### config.mk
export PLATFORM = sky130hd
export DESIGN_NAME = led_pwm_frame_builder
export DESIGN_NICKNAME = d
export VERILOG_FILES = /design/src/rtl/lpfb_pkg.sv /design/src/rtl/led_pwm_frame_builder.sv /design/src/rtl/lpfb_front.sv /design/src/rtl/lpfb_queue.sv /design/src/rtl/lpfb_back.sv
export SDC_FILE = /design/constraint.sdc
export NUM_CORES = 1
export LEC_CHECK = 0
export ABC_AREA = 1
export BUFFER_PORTS_ARGS = -buffer_cell sky130_fd_sc_hd__buf_2
export CORE_UTILIZATION = 50
export DETAILED_ROUTE_END_ITERATION = 8
export PLACE_DENSITY_LB_ADDON = 0.3
export SYNTH_ARGS = -nofsm -noshare
export SYNTH_HDL_FRONTEND = slang
export SYNTH_SLANG_ARGS = --single-unit
### constraint.sdc
create_clock -name i_clk -period 2.1 [get_ports i_clk]
set_clock_uncertainty 0.15 [all_clocks]
set_input_delay 0.42 -clock i_clk [delete_from_list [all_inputs] [get_ports i_clk]]
set_output_delay 0.42 -clock i_clk [all_outputs]
set_load 0.1 [all_outputs]
### src/rtl/lpfb_pkg.sv
// Types and constants of the LED PWM frame builder.
// No dependencies; imported by every module of the block.
package lpfb_pkg;

    // Command request as taken on the input port
    typedef struct packed {
        logic        command;
        logic [4:0]  target_output;
        logic [15:0] level;
    } t_cmd_req;

    // One frame word as shown on the result port
    typedef struct packed {
        logic [15:0] frame_word;
        logic        last_word;
    } t_frame_res;

    // Classified request held in the queue
    typedef struct packed {
        logic        lit;
        logic [4:0]  target_output;
        logic [15:0] level;
    } t_work;

    // Queue status seen by front and back
    typedef struct packed {
        logic full;
        logic empty;
    } t_q_stat;

    typedef logic [5:0] t_logical;

    // Command codes
    localparam logic CMD_LIGHT_ONE = 1'b0;
    localparam logic CMD_ALL_OFF   = 1'b1;

    // Header
    localparam logic [5:0]  WRITE_CODE   = 6'h25;
    localparam int          CH_PER_BOARD = 12;

    // Configuration register map
    localparam int          PADDR_W        = 4;
    localparam logic [1:0]  REG_FUNC_CTRL  = 2'd0;
    localparam logic [1:0]  REG_BRIGHT_B   = 2'd1;
    localparam logic [1:0]  REG_BRIGHT_G   = 2'd2;
    localparam logic [1:0]  REG_BRIGHT_R   = 2'd3;
    localparam logic [4:0]  FUNC_CTRL_RST  = 5'd22;
    localparam logic [6:0]  BRIGHT_RST     = 7'd127;

    // Word slots within one board: two header words then channels 11..0
    localparam logic [3:0]  SLOT_HDR_HI = 4'd0;
    localparam logic [3:0]  SLOT_HDR_LO = 4'd1;
    localparam logic [3:0]  SLOT_LAST   = 4'd13;

endpackage

### src/rtl/led_pwm_frame_builder.sv
// LED PWM frame builder top level: register port, front end, queue, back end.
// Depends on lpfb_pkg, lpfb_front, lpfb_queue, lpfb_back.
// Each accepted command yields one frame of 14*BOARDS words (28 at two boards),
// one word per cycle on o_res with o_res_valid high; the receiver cannot stall,
// so words must be taken as they come. The back-end word sequencer sets the
// rate, and frames follow with no gap while commands keep coming. A command
// passes the front holding stage, the queue and the sequencer before its first
// word is registered on o_res. The holding stage and two-entry queue let up to
// three commands wait behind the frame in progress; busy rises when all are full.
module led_pwm_frame_builder #(
    parameter int BOARDS = 2
) (
    input  logic                         i_clk,
    input  logic                         i_rst_n,
    input  logic                         start,
    output logic                         busy,
    input  lpfb_pkg::t_cmd_req           i_req,
    output logic                         o_res_valid,
    output lpfb_pkg::t_frame_res         o_res,
    input  logic                         psel,
    input  logic                         penable,
    input  logic                         pwrite,
    input  logic [lpfb_pkg::PADDR_W-1:0] paddr,
    input  logic [31:0]                  pwdata,
    output logic [31:0]                  prdata,
    output logic                         pready
);
    import lpfb_pkg::*;

    logic [4:0]  r_func;
    logic [6:0]  r_blue;
    logic [6:0]  r_green;
    logic [6:0]  r_red;
    logic        w_wr;
    logic [1:0]  w_idx;
    logic [31:0] w_header;
    logic        w_push;
    logic        w_pop;
    t_work       w_push_data;
    t_work       w_pop_data;
    t_q_stat     w_q_stat;

    // register port
    assign pready = 1'b1;
    assign w_wr   = psel && penable && pwrite;
    assign w_idx  = paddr[3:2];

    always_ff @(posedge i_clk) begin
        if (!i_rst_n) begin
            r_func  <= FUNC_CTRL_RST;
            r_blue  <= BRIGHT_RST;
            r_green <= BRIGHT_RST;
            r_red   <= BRIGHT_RST;
        end else if (w_wr) begin
            case (w_idx)
                REG_FUNC_CTRL: r_func  <= pwdata[4:0];
                REG_BRIGHT_B:  r_blue  <= pwdata[6:0];
                REG_BRIGHT_G:  r_green <= pwdata[6:0];
                REG_BRIGHT_R:  r_red   <= pwdata[6:0];
                default: ;
            endcase
        end
    end

    // read-back
    always_comb begin
        case (w_idx)
            REG_FUNC_CTRL: prdata = {27'd0, r_func};
            REG_BRIGHT_B:  prdata = {25'd0, r_blue};
            REG_BRIGHT_G:  prdata = {25'd0, r_green};
            REG_BRIGHT_R:  prdata = {25'd0, r_red};
            default:       prdata = 32'd0;
        endcase
    end

    // board header word pair
    assign w_header = {WRITE_CODE, r_func, r_blue, r_green, r_red};

    lpfb_front #(
        .BOARDS (BOARDS)
    ) u_front (
        .i_clk       (i_clk),
        .i_rst_n     (i_rst_n),
        .i_start     (start),
        .i_req       (i_req),
        .o_busy      (busy),
        .i_q_stat    (w_q_stat),
        .o_push      (w_push),
        .o_push_data (w_push_data)
    );

    lpfb_queue u_queue (
        .i_clk       (i_clk),
        .i_rst_n     (i_rst_n),
        .i_push      (w_push),
        .i_push_data (w_push_data),
        .i_pop       (w_pop),
        .o_pop_data  (w_pop_data),
        .o_stat      (w_q_stat)
    );

    lpfb_back #(
        .BOARDS (BOARDS)
    ) u_back (
        .i_clk       (i_clk),
        .i_rst_n     (i_rst_n),
        .i_header    (w_header),
        .i_q_stat    (w_q_stat),
        .i_pop_data  (w_pop_data),
        .o_pop       (w_pop),
        .o_res_valid (o_res_valid),
        .o_res       (o_res)
    );

endmodule

### src/rtl/lpfb_front.sv
// Front end: takes command requests, classifies them and pushes them to the queue.
// Depends on lpfb_pkg.
module lpfb_front #(
    parameter int BOARDS = 2
) (
    input  logic               i_clk,
    input  logic               i_rst_n,
    input  logic               i_start,
    input  lpfb_pkg::t_cmd_req i_req,
    output logic               o_busy,
    input  lpfb_pkg::t_q_stat  i_q_stat,
    output logic               o_push,
    output lpfb_pkg::t_work    o_push_data
);
    import lpfb_pkg::*;

    logic   r_valid;
    logic   n_valid;
    t_work  r_work;
    t_work  w_class;
    logic   w_accept;

    // classify: lit only for a light command with an index on the chain
    always_comb begin
        w_class.lit = (i_req.command == CMD_LIGHT_ONE) &&
                      (int'(i_req.target_output) < CH_PER_BOARD * BOARDS);
        w_class.target_output = i_req.target_output;
        w_class.level         = i_req.level;
    end

    // holding stage drains to the queue when there is room
    assign o_push      = r_valid && !i_q_stat.full;
    assign o_busy      = r_valid && i_q_stat.full;
    assign w_accept    = i_start && !o_busy;
    assign o_push_data = r_work;

    always_comb begin
        n_valid = w_accept || (r_valid && !o_push);
    end

    always_ff @(posedge i_clk) begin
        if (!i_rst_n) begin
            r_valid <= 1'b0;
        end else begin
            r_valid <= n_valid;
        end
    end

    always_ff @(posedge i_clk) begin
        if (w_accept) begin
            r_work <= w_class;
        end
    end

endmodule

### src/rtl/lpfb_queue.sv
// Two-entry request queue between front and back ends.
// Depends on lpfb_pkg.
module lpfb_queue (
    input  logic              i_clk,
    input  logic              i_rst_n,
    input  logic              i_push,
    input  lpfb_pkg::t_work   i_push_data,
    input  logic              i_pop,
    output lpfb_pkg::t_work   o_pop_data,
    output lpfb_pkg::t_q_stat o_stat
);
    import lpfb_pkg::*;

    t_work       r_mem [2];
    logic        r_wr_ptr;
    logic        r_rd_ptr;
    logic [1:0]  r_count;
    logic [1:0]  n_count;

    assign o_stat.full  = (r_count == 2'd2);
    assign o_stat.empty = (r_count == 2'd0);
    assign o_pop_data   = r_mem[r_rd_ptr];

    // occupancy
    always_comb begin
        n_count = r_count;
        if (i_push && !i_pop) begin
            n_count = r_count + 2'd1;
        end else if (i_pop && !i_push) begin
            n_count = r_count - 2'd1;
        end
    end

    always_ff @(posedge i_clk) begin
        if (!i_rst_n) begin
            r_wr_ptr <= 1'b0;
            r_rd_ptr <= 1'b0;
            r_count  <= 2'd0;
        end else begin
            r_count <= n_count;
            if (i_push) begin
                r_wr_ptr <= ~r_wr_ptr;
            end
            if (i_pop) begin
                r_rd_ptr <= ~r_rd_ptr;
            end
        end
    end

    always_ff @(posedge i_clk) begin
        if (i_push) begin
            r_mem[r_wr_ptr] <= i_push_data;
        end
    end

endmodule

### src/rtl/lpfb_back.sv
// Back end: word sequencer that emits one frame word per cycle while a frame is in progress.
// Depends on lpfb_pkg.
module lpfb_back #(
    parameter int BOARDS = 2
) (
    input  logic                 i_clk,
    input  logic                 i_rst_n,
    input  logic [31:0]          i_header,
    input  lpfb_pkg::t_q_stat    i_q_stat,
    input  lpfb_pkg::t_work      i_pop_data,
    output logic                 o_pop,
    output logic                 o_res_valid,
    output lpfb_pkg::t_frame_res o_res
);
    import lpfb_pkg::*;

    localparam int BW = (BOARDS > 1) ? $clog2(BOARDS) : 1;
    localparam logic [BW-1:0] BOARD_FIRST = BW'(BOARDS - 1);

    logic          r_active;
    t_work         r_work;
    logic [BW-1:0] r_board;
    logic [3:0]    r_slot;
    logic          r_res_valid;
    t_frame_res    r_res;
    logic          w_final;
    logic [3:0]    w_chan;
    t_logical      w_logical;
    logic [15:0]   w_word;

    // frame ends on the last channel of board zero
    assign w_final = r_active && (r_board == '0) && (r_slot == SLOT_LAST);
    assign o_pop   = !i_q_stat.empty && (!r_active || w_final);

    // channel and its interleaved logical output
    always_comb begin
        w_chan    = SLOT_LAST - r_slot;
        w_logical = t_logical'(int'(w_chan[3:1]) * 2 * BOARDS +
                               2 * int'(r_board) + int'(w_chan[0]));
    end

    // word select
    always_comb begin
        case (r_slot)
            SLOT_HDR_HI: w_word = i_header[31:16];
            SLOT_HDR_LO: w_word = i_header[15:0];
            default: begin
                if (r_work.lit && (w_logical == t_logical'(r_work.target_output))) begin
                    w_word = r_work.level;
                end else begin
                    w_word = 16'd0;
                end
            end
        endcase
    end

    // sequencer counters
    always_ff @(posedge i_clk) begin
        if (!i_rst_n) begin
            r_active    <= 1'b0;
            r_board     <= BOARD_FIRST;
            r_slot      <= SLOT_HDR_HI;
            r_res_valid <= 1'b0;
        end else begin
            r_res_valid <= r_active;
            if (o_pop) begin
                r_active <= 1'b1;
                r_board  <= BOARD_FIRST;
                r_slot   <= SLOT_HDR_HI;
            end else if (w_final) begin
                r_active <= 1'b0;
            end else if (r_active) begin
                if (r_slot == SLOT_LAST) begin
                    r_slot  <= SLOT_HDR_HI;
                    r_board <= r_board - 1'b1;
                end else begin
                    r_slot <= r_slot + 4'd1;
                end
            end
        end
    end

    // request payload and output register
    always_ff @(posedge i_clk) begin
        if (o_pop) begin
            r_work <= i_pop_data;
        end
        r_res.frame_word <= w_word;
        r_res.last_word  <= w_final;
    end

    assign o_res_valid = r_res_valid;
    assign o_res       = r_res;

endmodule

==> results of run 1 <==
[sequential cells by signal, summed over array words and instances (netlist names), 2 cells and up]
name                 cells
r_func                   5
u_back.r_slot            4
u_front.o_push_data     22
r_red                    7
u_back.o_res            17
u_queue.r_mem           44
u_queue.r_count          2
r_green                  7
r_blue                   7
u_back.r_work           22
[per-layer routing]
layer	global-route usage, %	wire, um	up-vias
met5	0	0	-
met4	9.28	259	0
met3	6.07	579	20
met2	31.8	5480	131
met1	21.4	4600	1821
li1	-	-	1916
[worst max-delay path: stages (launching register included)]
cell,delay (ps)
sky130_fd_sc_hd__dfxtp_1,370
sky130_fd_sc_hd__inv_2,110
sky130_fd_sc_hd__ha_4,160
sky130_fd_sc_hd__nand3_4,100
sky130_fd_sc_hd__o21ai_4,160
sky130_fd_sc_hd__nand2_2,80
sky130_fd_sc_hd__ha_1,320
sky130_fd_sc_hd__nor2_1,120
sky130_fd_sc_hd__nand2_1,70
sky130_fd_sc_hd__o21ai_0,190
sky130_fd_sc_hd__a21oi_1,70
[power groups by stage]
stage / logic, W / clock network, W / registers [W]
final: 0.00305 / 0.00282 / 0.00374
after global routing: 0.00327 / 0.00299 / 0.00379
after CTS: 0.00304 / 0.00287 / 0.00375
after detailed placement: 0.00303 / 0 / 0.00380
after global placement: 0.00299 / 0 / 0.00378
after floorplan: 0.00172 / 0 / 0.00448
[synth_stat cells (2+ instances only)]
cell type	n	area, um2
sky130_fd_sc_hd__dfxtp_1	55	1100
sky130_fd_sc_hd__nand2_1	128	480
sky130_fd_sc_hd__nand2_2	14	87.6
sky130_fd_sc_hd__buf_2	4	20.0
sky130_fd_sc_hd__ha_1	7	87.6
sky130_fd_sc_hd__nand4_1	18	113
sky130_fd_sc_hd__nand3_1	28	140
sky130_fd_sc_hd__o211ai_1	8	60.1
sky130_fd_sc_hd__xor2_1	2	17.5
sky130_fd_sc_hd__buf_6	5	56.3
sky130_fd_sc_hd__o22ai_1	2	12.5
sky130_fd_sc_hd__o21ai_1	2	10.0
sky130_fd_sc_hd__buf_4	28	210
sky130_fd_sc_hd__inv_1	56	210
sky130_fd_sc_hd__clkbuf_1	3	11.3
sky130_fd_sc_hd__a21oi_1	11	55.1
sky130_fd_sc_hd__o21ai_4	2	32.5
sky130_fd_sc_hd__conb_1	2	7.51
sky130_fd_sc_hd__nor2_2	3	18.8
sky130_fd_sc_hd__o2111ai_1	3	26.3
sky130_fd_sc_hd__o21ai_0	10	50.1
sky130_fd_sc_hd__nor2_4	4	45.0
sky130_fd_sc_hd__nor2_1	19	71.3
sky130_fd_sc_hd__inv_2	11	41.3
sky130_fd_sc_hd__mux2_2	22	248
sky130_fd_sc_hd__edfxtp_1	88	2640
[cell families after synthesis]
| logic type | synth area share (%) |
|---|---|
| compound gates | 4.56 |
| other cells | 0.126 |
| fa+ha+maj | 1.47 |
| xor+xnor | 0.294 |
| mux | 4.16 |
| buf+inv | 9.57 |
| flops | 62.9 |
| simple gates | 16.9 |
[stage by stage]
stage | instance area, um2 | total power, W
2_1_floorplan | 6120 | 0.00620
3_3_place_gp | 6550 | 0.00677
3_5_place_dp | 6550 | 0.00683
4_1_cts | 7110 | 0.00966
5_1_grt | 7120 | 0.0100
6_report | 7120 | 0.00961
[cell usage in the layout (no fill, tap or decap), drive strengths merged]
cell	Yosys	routed
buf	38	77
o2111ai	3	3
clkbuf	3	18
o21ai	15	15
ha	7	7
bufinv	0	1
a21boi	1	1
o22ai	2	2
o221ai	1	1
clkinvlp	0	4
clkinv	0	4
conb	2	26
nand2	142	142
nand4	18	18
xor2	2	2
o211ai	8	8
dfxtp	55	55
a21oi	11	11
mux2	22	22
edfxtp	88	88
nand3	29	29
inv	67	72
nor3	1	1
nand3b	1	1
nor2	27	27
[layout make-up]
class,count,area (um2),share of cell area (%)
sequential,143,3740,52.6
multi-input combinational,316,1820,25.5
inverter,67,251,3.53
timing repair buffer,77,566,7.94
clock buffer,18,429,6.03
clock inverter,14,134,1.88
tap,143,179,2.51
[what timing repair did]
action | in CTS | in global routing
hold endpoints to repair | 0 | 0
resized for setup | 0 | 3
setup endpoints to repair | 0 | 3
[how the worst max path moves through the flow]
| stage | endpoint | cells after the start |
|---|---|---|
| after floorplan | prdata[6] | 2 |
| after global placement | u_queue.r_count[1] | 10 |
| after detailed placement | u_queue.r_count[1] | 10 |
| after CTS | u_queue.r_count[1] | 10 |
| after global routing | u_queue.r_count[1] | 10 |
| final | u_queue.r_count[1] | 10 |
==> qor.yml, run 1 <==
worst_setup_path:
  worstPathMaxFanout: 6
  critPathLaunch: "u_back.r_slot[1]"
  worstSetupStartpointType: "flop"
  r2r_cells: 10
  endpoint_kind: "flop"
  crit_required_ps: 2250
  setup.reg_to_reg.worst_slack_ps: 60
  criticalPathCategory: "flop to flop"
  worst_r2r_dst: "u_queue.r_count[1]"
  crit-reg2reg-launch: "u_back.r_slot[1]"
  worst-endpoint-arrival_ps: 2190
sta:
  post-route-worst-setup-slack_ps: 60.0
  finalCritPeriodShare_pct: 97.1
  timing.final.max_slew_violations: 0
  relSlewSlack_pct: 58.9
  fmax_mhz: 490
  period_minus_slack_ps: 2040
  totalNegativeSetupSlack_ps: 0
  tightest_slew_ps: 617
  hold_violations: 0
  setup-violations-final: 0
  hold_ws_ps: 27.6
pwr:
  ir_worst_vdd_uv: 670
  pwr_density_cell_nw_per_um2: 1350
  netSwitchingPower_w: 0.00358
  p_int_w: 0.00603
  combinationalPowerShare_pct: 31.7
  seq_power_share_pct: 39.0
  sw_frac_of_total_pct: 37.3
  power.leakage_nw: 3.10
  clock_power_share_pct: 29.3
finish:
  fin_cells: 778
  synthToLayoutAreaGrowth_pct: 19.7
  final_core_utilization_pct: 61.8
  final.fill_count: 898
  layout.nets: 693
  antenna_cells: 0
  drive_above_1_share_pct: 28.2
placed_design:
  finalWeightedCongestion: 0.911
  post-place-cells: 746
  dp_slack_ps: 37.3
  io_buffers: 62
  dp_hpwl_mm: 7.75
hold_path:
  holdPathStages: 1
  worst_hold_path.endpoint: "u_front.o_push_data[9]"
  min-delay-path-class: "input pin to flop"
  min_from: "i_req[9]"
yosys:
  synth_seq_area_share_pct: 62.9
  synthesis_stage_register_bit_count: 143
  netlist-cell-type-count: 34
  synth-edff-count: 88
  avgSynthCellArea_um2: 11.0
  post_synth_instance_area_um2: 5950
  yosys_warnings: 0
  postSynth.topFlopCell: "sky130_fd_sc_hd__edfxtp_1"
  async_reset_ff_share_pct: 0
  synthCells: 543
clock_network:
  worst_skew_pair.late_latency_ps: 420
  clock-root-buffer: "sky130_fd_sc_hd__clkbuf_16"
  setup_fix_bufs_post_cts: 0
  clkSlewWorstSetupHoldPaths_ps: 60
  cts.sink_count: 143
  cts_inserted_buffers: 17
  max-clock-path-buffers: 2
  postCtsHoldBufs: 0
  clock_tree_from_tritoncts: "yes"
  cts_htree_levels: 4
floorplan:
  die_w_um: 111
  num_io_pins: 116
  fp.dieArea_um2: 12300
  die_h_um: 111
  placeableCoreArea_um2: 11500
  initial_core_util_pct: 51.7
  fp-row-count: 39
drt:
  routed_wire_length_per_instance_um: 14.0
  route.antenna.remaining_nets: 0
  drtPass1Iterations: 7
  drt_wl_total_mm: 10.9
  routed_via_density: 5.00
  post-route-drc-count: 24
  routed-via-count: 3888
  first_iter_violations: 248
run_status:
  outcome: "finished with violations"
  violations: "design-rule violations"
global_routing:
  via_count_of_the_first_global_routing_pass: 3766
  globalRoute.totalOverflow: 0
  grt_start_max_net_pins: 34
  grt_pass1_wl_mm: 17.6
  grt.total_usage_pct: 18.8
  antenna_violations_before_repair: 0
job:
  timing.max_cap.violations: 0
Power figures use the tool's default switching activity.
==> inputs of run 2 (changes only) <==
--- a/config.mk
+++ b/config.mk
@@ -10,6 +10,7 @@
 export CORE_UTILIZATION = 50
 export DETAILED_ROUTE_END_ITERATION = 8
 export PLACE_DENSITY_LB_ADDON = 0.3
+export RECOVER_POWER = 50
 export SYNTH_ARGS = -nofsm -noshare
 export SYNTH_HDL_FRONTEND = slang
 export SYNTH_SLANG_ARGS = --single-unit
==> qor.yml, run 2 (synthesis gave the netlist of run 1 again) <==
finish:
  mostFrequentLayoutCell: "sky130_fd_sc_hd__nand2_1"
  largest_reg_flops: 44
  final_core_utilization_pct: 61.5
  synthToLayoutAreaGrowth_pct: 19.0
  final.fill_count: 908
  finalInstanceArea_um2: 7080
  antenna_cells: 0
  drive_above_1_share_pct: 26.1
  multi_input_comb_area_um2: 1790
  max_flop_register: "u_queue.r_mem"
  layout_common_cells: "sky130_fd_sc_hd__nand2_1, sky130_fd_sc_hd__edfxtp_1, sky130_fd_sc_hd__inv_1"
  layout.nets: 693
  final-seq-area_um2: 3740
worst_setup_path:
  r2r_cells: 10
  worst_path_max_delay_cell: "sky130_fd_sc_hd__dfxtp_1"
  critPathLaunch: "u_back.r_slot[1]"
  setup.reg_to_reg.worst_slack_ps: 60
  worstPathMaxFanout: 6
  endpoint_kind: "flop"
  crit_required_ps: 2250
  worstSetupStartpointType: "flop"
  worst_r2r_dst: "u_queue.r_count[1]"
  crit_path_cell_trace: "inv_2 > ha_4 > nand3_4 > o21ai_4 > nand2_2 > ha_1 > nor2_1 > nand2_1 > o21ai_0 > a21oi_1"
  crit-reg2reg-launch: "u_back.r_slot[1]"
  worst-endpoint-arrival_ps: 2190
  criticalPathCategory: "flop to flop"
  slowest_delay_ps: 370
  endpoint: "u_queue.r_count[1]"
pwr:
  pwr_density_cell_nw_per_um2: 1360
  total_power_w: 0.00960
  power.leakage_nw: 3.08
  ir_worst_vdd_uv: 670
drt:
  route.antenna.remaining_nets: 0
  routed_via_density: 4.98
  drtPass1Iterations: 8
  routed-via-count: 3876
  first_iter_violations: 242
  drt_wl_total_mm: 10.9
  post-route-drc-count: 23
  routed_wire_length_per_instance_um: 14.1
hold_path:
  holdPathStages: 1
  min-delay-path-class: "input pin to flop"
floorplan:
  die_h_um: 111
  initial_core_util_pct: 51.7
  placeableCoreArea_um2: 11500
  fp.dieArea_um2: 12300
  die_w_um: 111
  num_io_pins: 116
  fp-row-count: 39
sta:
  timing.final.max_slew_violations: 0
  tightest_slew_ps: 721
  post-route-worst-setup-slack_ps: 61.9
  period_minus_slack_ps: 2040
  hold_violations: 0
  relSlewSlack_pct: 51.8
  fmax_mhz: 491
  setup-violations-final: 0
  finalCritPeriodShare_pct: 97.1
  hold_ws_ps: 28.5
job:
  timing.max_cap.violations: 0
clock_network:
  postCtsHoldBufs: 0
  ctsResizeCount: 0
  clock_tree_from_tritoncts: "yes"
  worst_skew_pair.late_latency_ps: 420
  cts.sink_count: 143
  cts_htree_levels: 4
  clock-root-buffer: "sky130_fd_sc_hd__clkbuf_16"
  setup_fix_bufs_post_cts: 0
  clkSlewWorstSetupHoldPaths_ps: 60
  max-clock-path-buffers: 2
  cts_inserted_buffers: 17
placed_design:
  io_buffers: 62
  detailed_place.area_um2: 6550
  dp_hpwl_mm: 7.75
  finalWeightedCongestion: 0.911
  dp_slack_ps: 37.3
global_routing:
  antenna_violations_before_repair: 0
  grt_start_max_net_pins: 34
  grt_pass1_wl_mm: 17.6
  grt.total_usage_pct: 18.8
  globalRoute.totalOverflow: 0
  via_count_of_the_first_global_routing_pass: 3766
run_status:
  outcome: "finished with violations"
  violations: "design-rule violations"
## run 2: cell count changes in the layout (fill, tap and decap cells not counted), moves of 2 or more
cell,change
sky130_fd_sc_hd__clkbuf_1,+2
sky130_fd_sc_hd__clkbuf_2,+2
sky130_fd_sc_hd__buf_4,-3
sky130_fd_sc_hd__nor2_2,-2
sky130_fd_sc_hd__inv_1,+5
sky130_fd_sc_hd__nor2_4,-2
sky130_fd_sc_hd__nor2_1,+4
sky130_fd_sc_hd__inv_2,-6
## run 2: metal layers
layer  GRT usage [%]  share of wire [%]  vias to the layer above
met4            9.28                1.9                        0
met1            21.4                 42                     1807
met3            6.07                5.8                       15
li1                -                  -                     1916
met2            31.8                 50                      138
met5               0                  0                        -
## run 2: power breakdown
group / total (W) / switching [W] / internal (W)
Clock: 0.00282 / 0.00117 / 0.00165
Sequential: 0.00374 / 0.000187 / 0.00356
Combinational: 0.00304 / 0.00222 / 0.000815
Total: 0.00960 / 0.00358 / 0.00602
## run 2: worst min-delay path by stage
stage                                   to                     from  slack (ps)
floorplan              u_queue.r_mem[0][0]   u_front.o_push_data[0]         270
global placement       u_queue.r_mem[0][3]   u_front.o_push_data[3]         270
detailed placement    u_queue.r_mem[1][19]  u_front.o_push_data[19]         280
CTS                 u_front.o_push_data[9]                 i_req[9]          10
global route        u_front.o_push_data[2]                 i_req[2]           5
finish              u_front.o_push_data[9]                 i_req[9]          30
## run 2: worst max-delay path, delay by kind of cell, from the launching register on
kind / cells / cell delay (ps)
flip-flops: 1 / 370
adder cells (fa/ha/maj): 2 / 480
AO/OA/AOI/OAI: 3 / 420
buffers and inverters: 1 / 110
AND/OR/NAND/NOR: 4 / 370
## run 2: layout make-up
type	instances	share of cell area [%]
Multi-Input combinational cell	316	25.3
Sequential cell	143	52.9
Clock buffer	18	6.06
Clock inverter	14	1.89
Inverter	67	3.55
Timing Repair Buffer	77	7.84
Tap cell	143	2.53
## run 2: through the flow
stage,setup TNS (ps),std cells
finish,0,778
global route,-9.07,778
CTS,0,778
detailed placement,0,746
global placement,0,746
floorplan,-1730,567
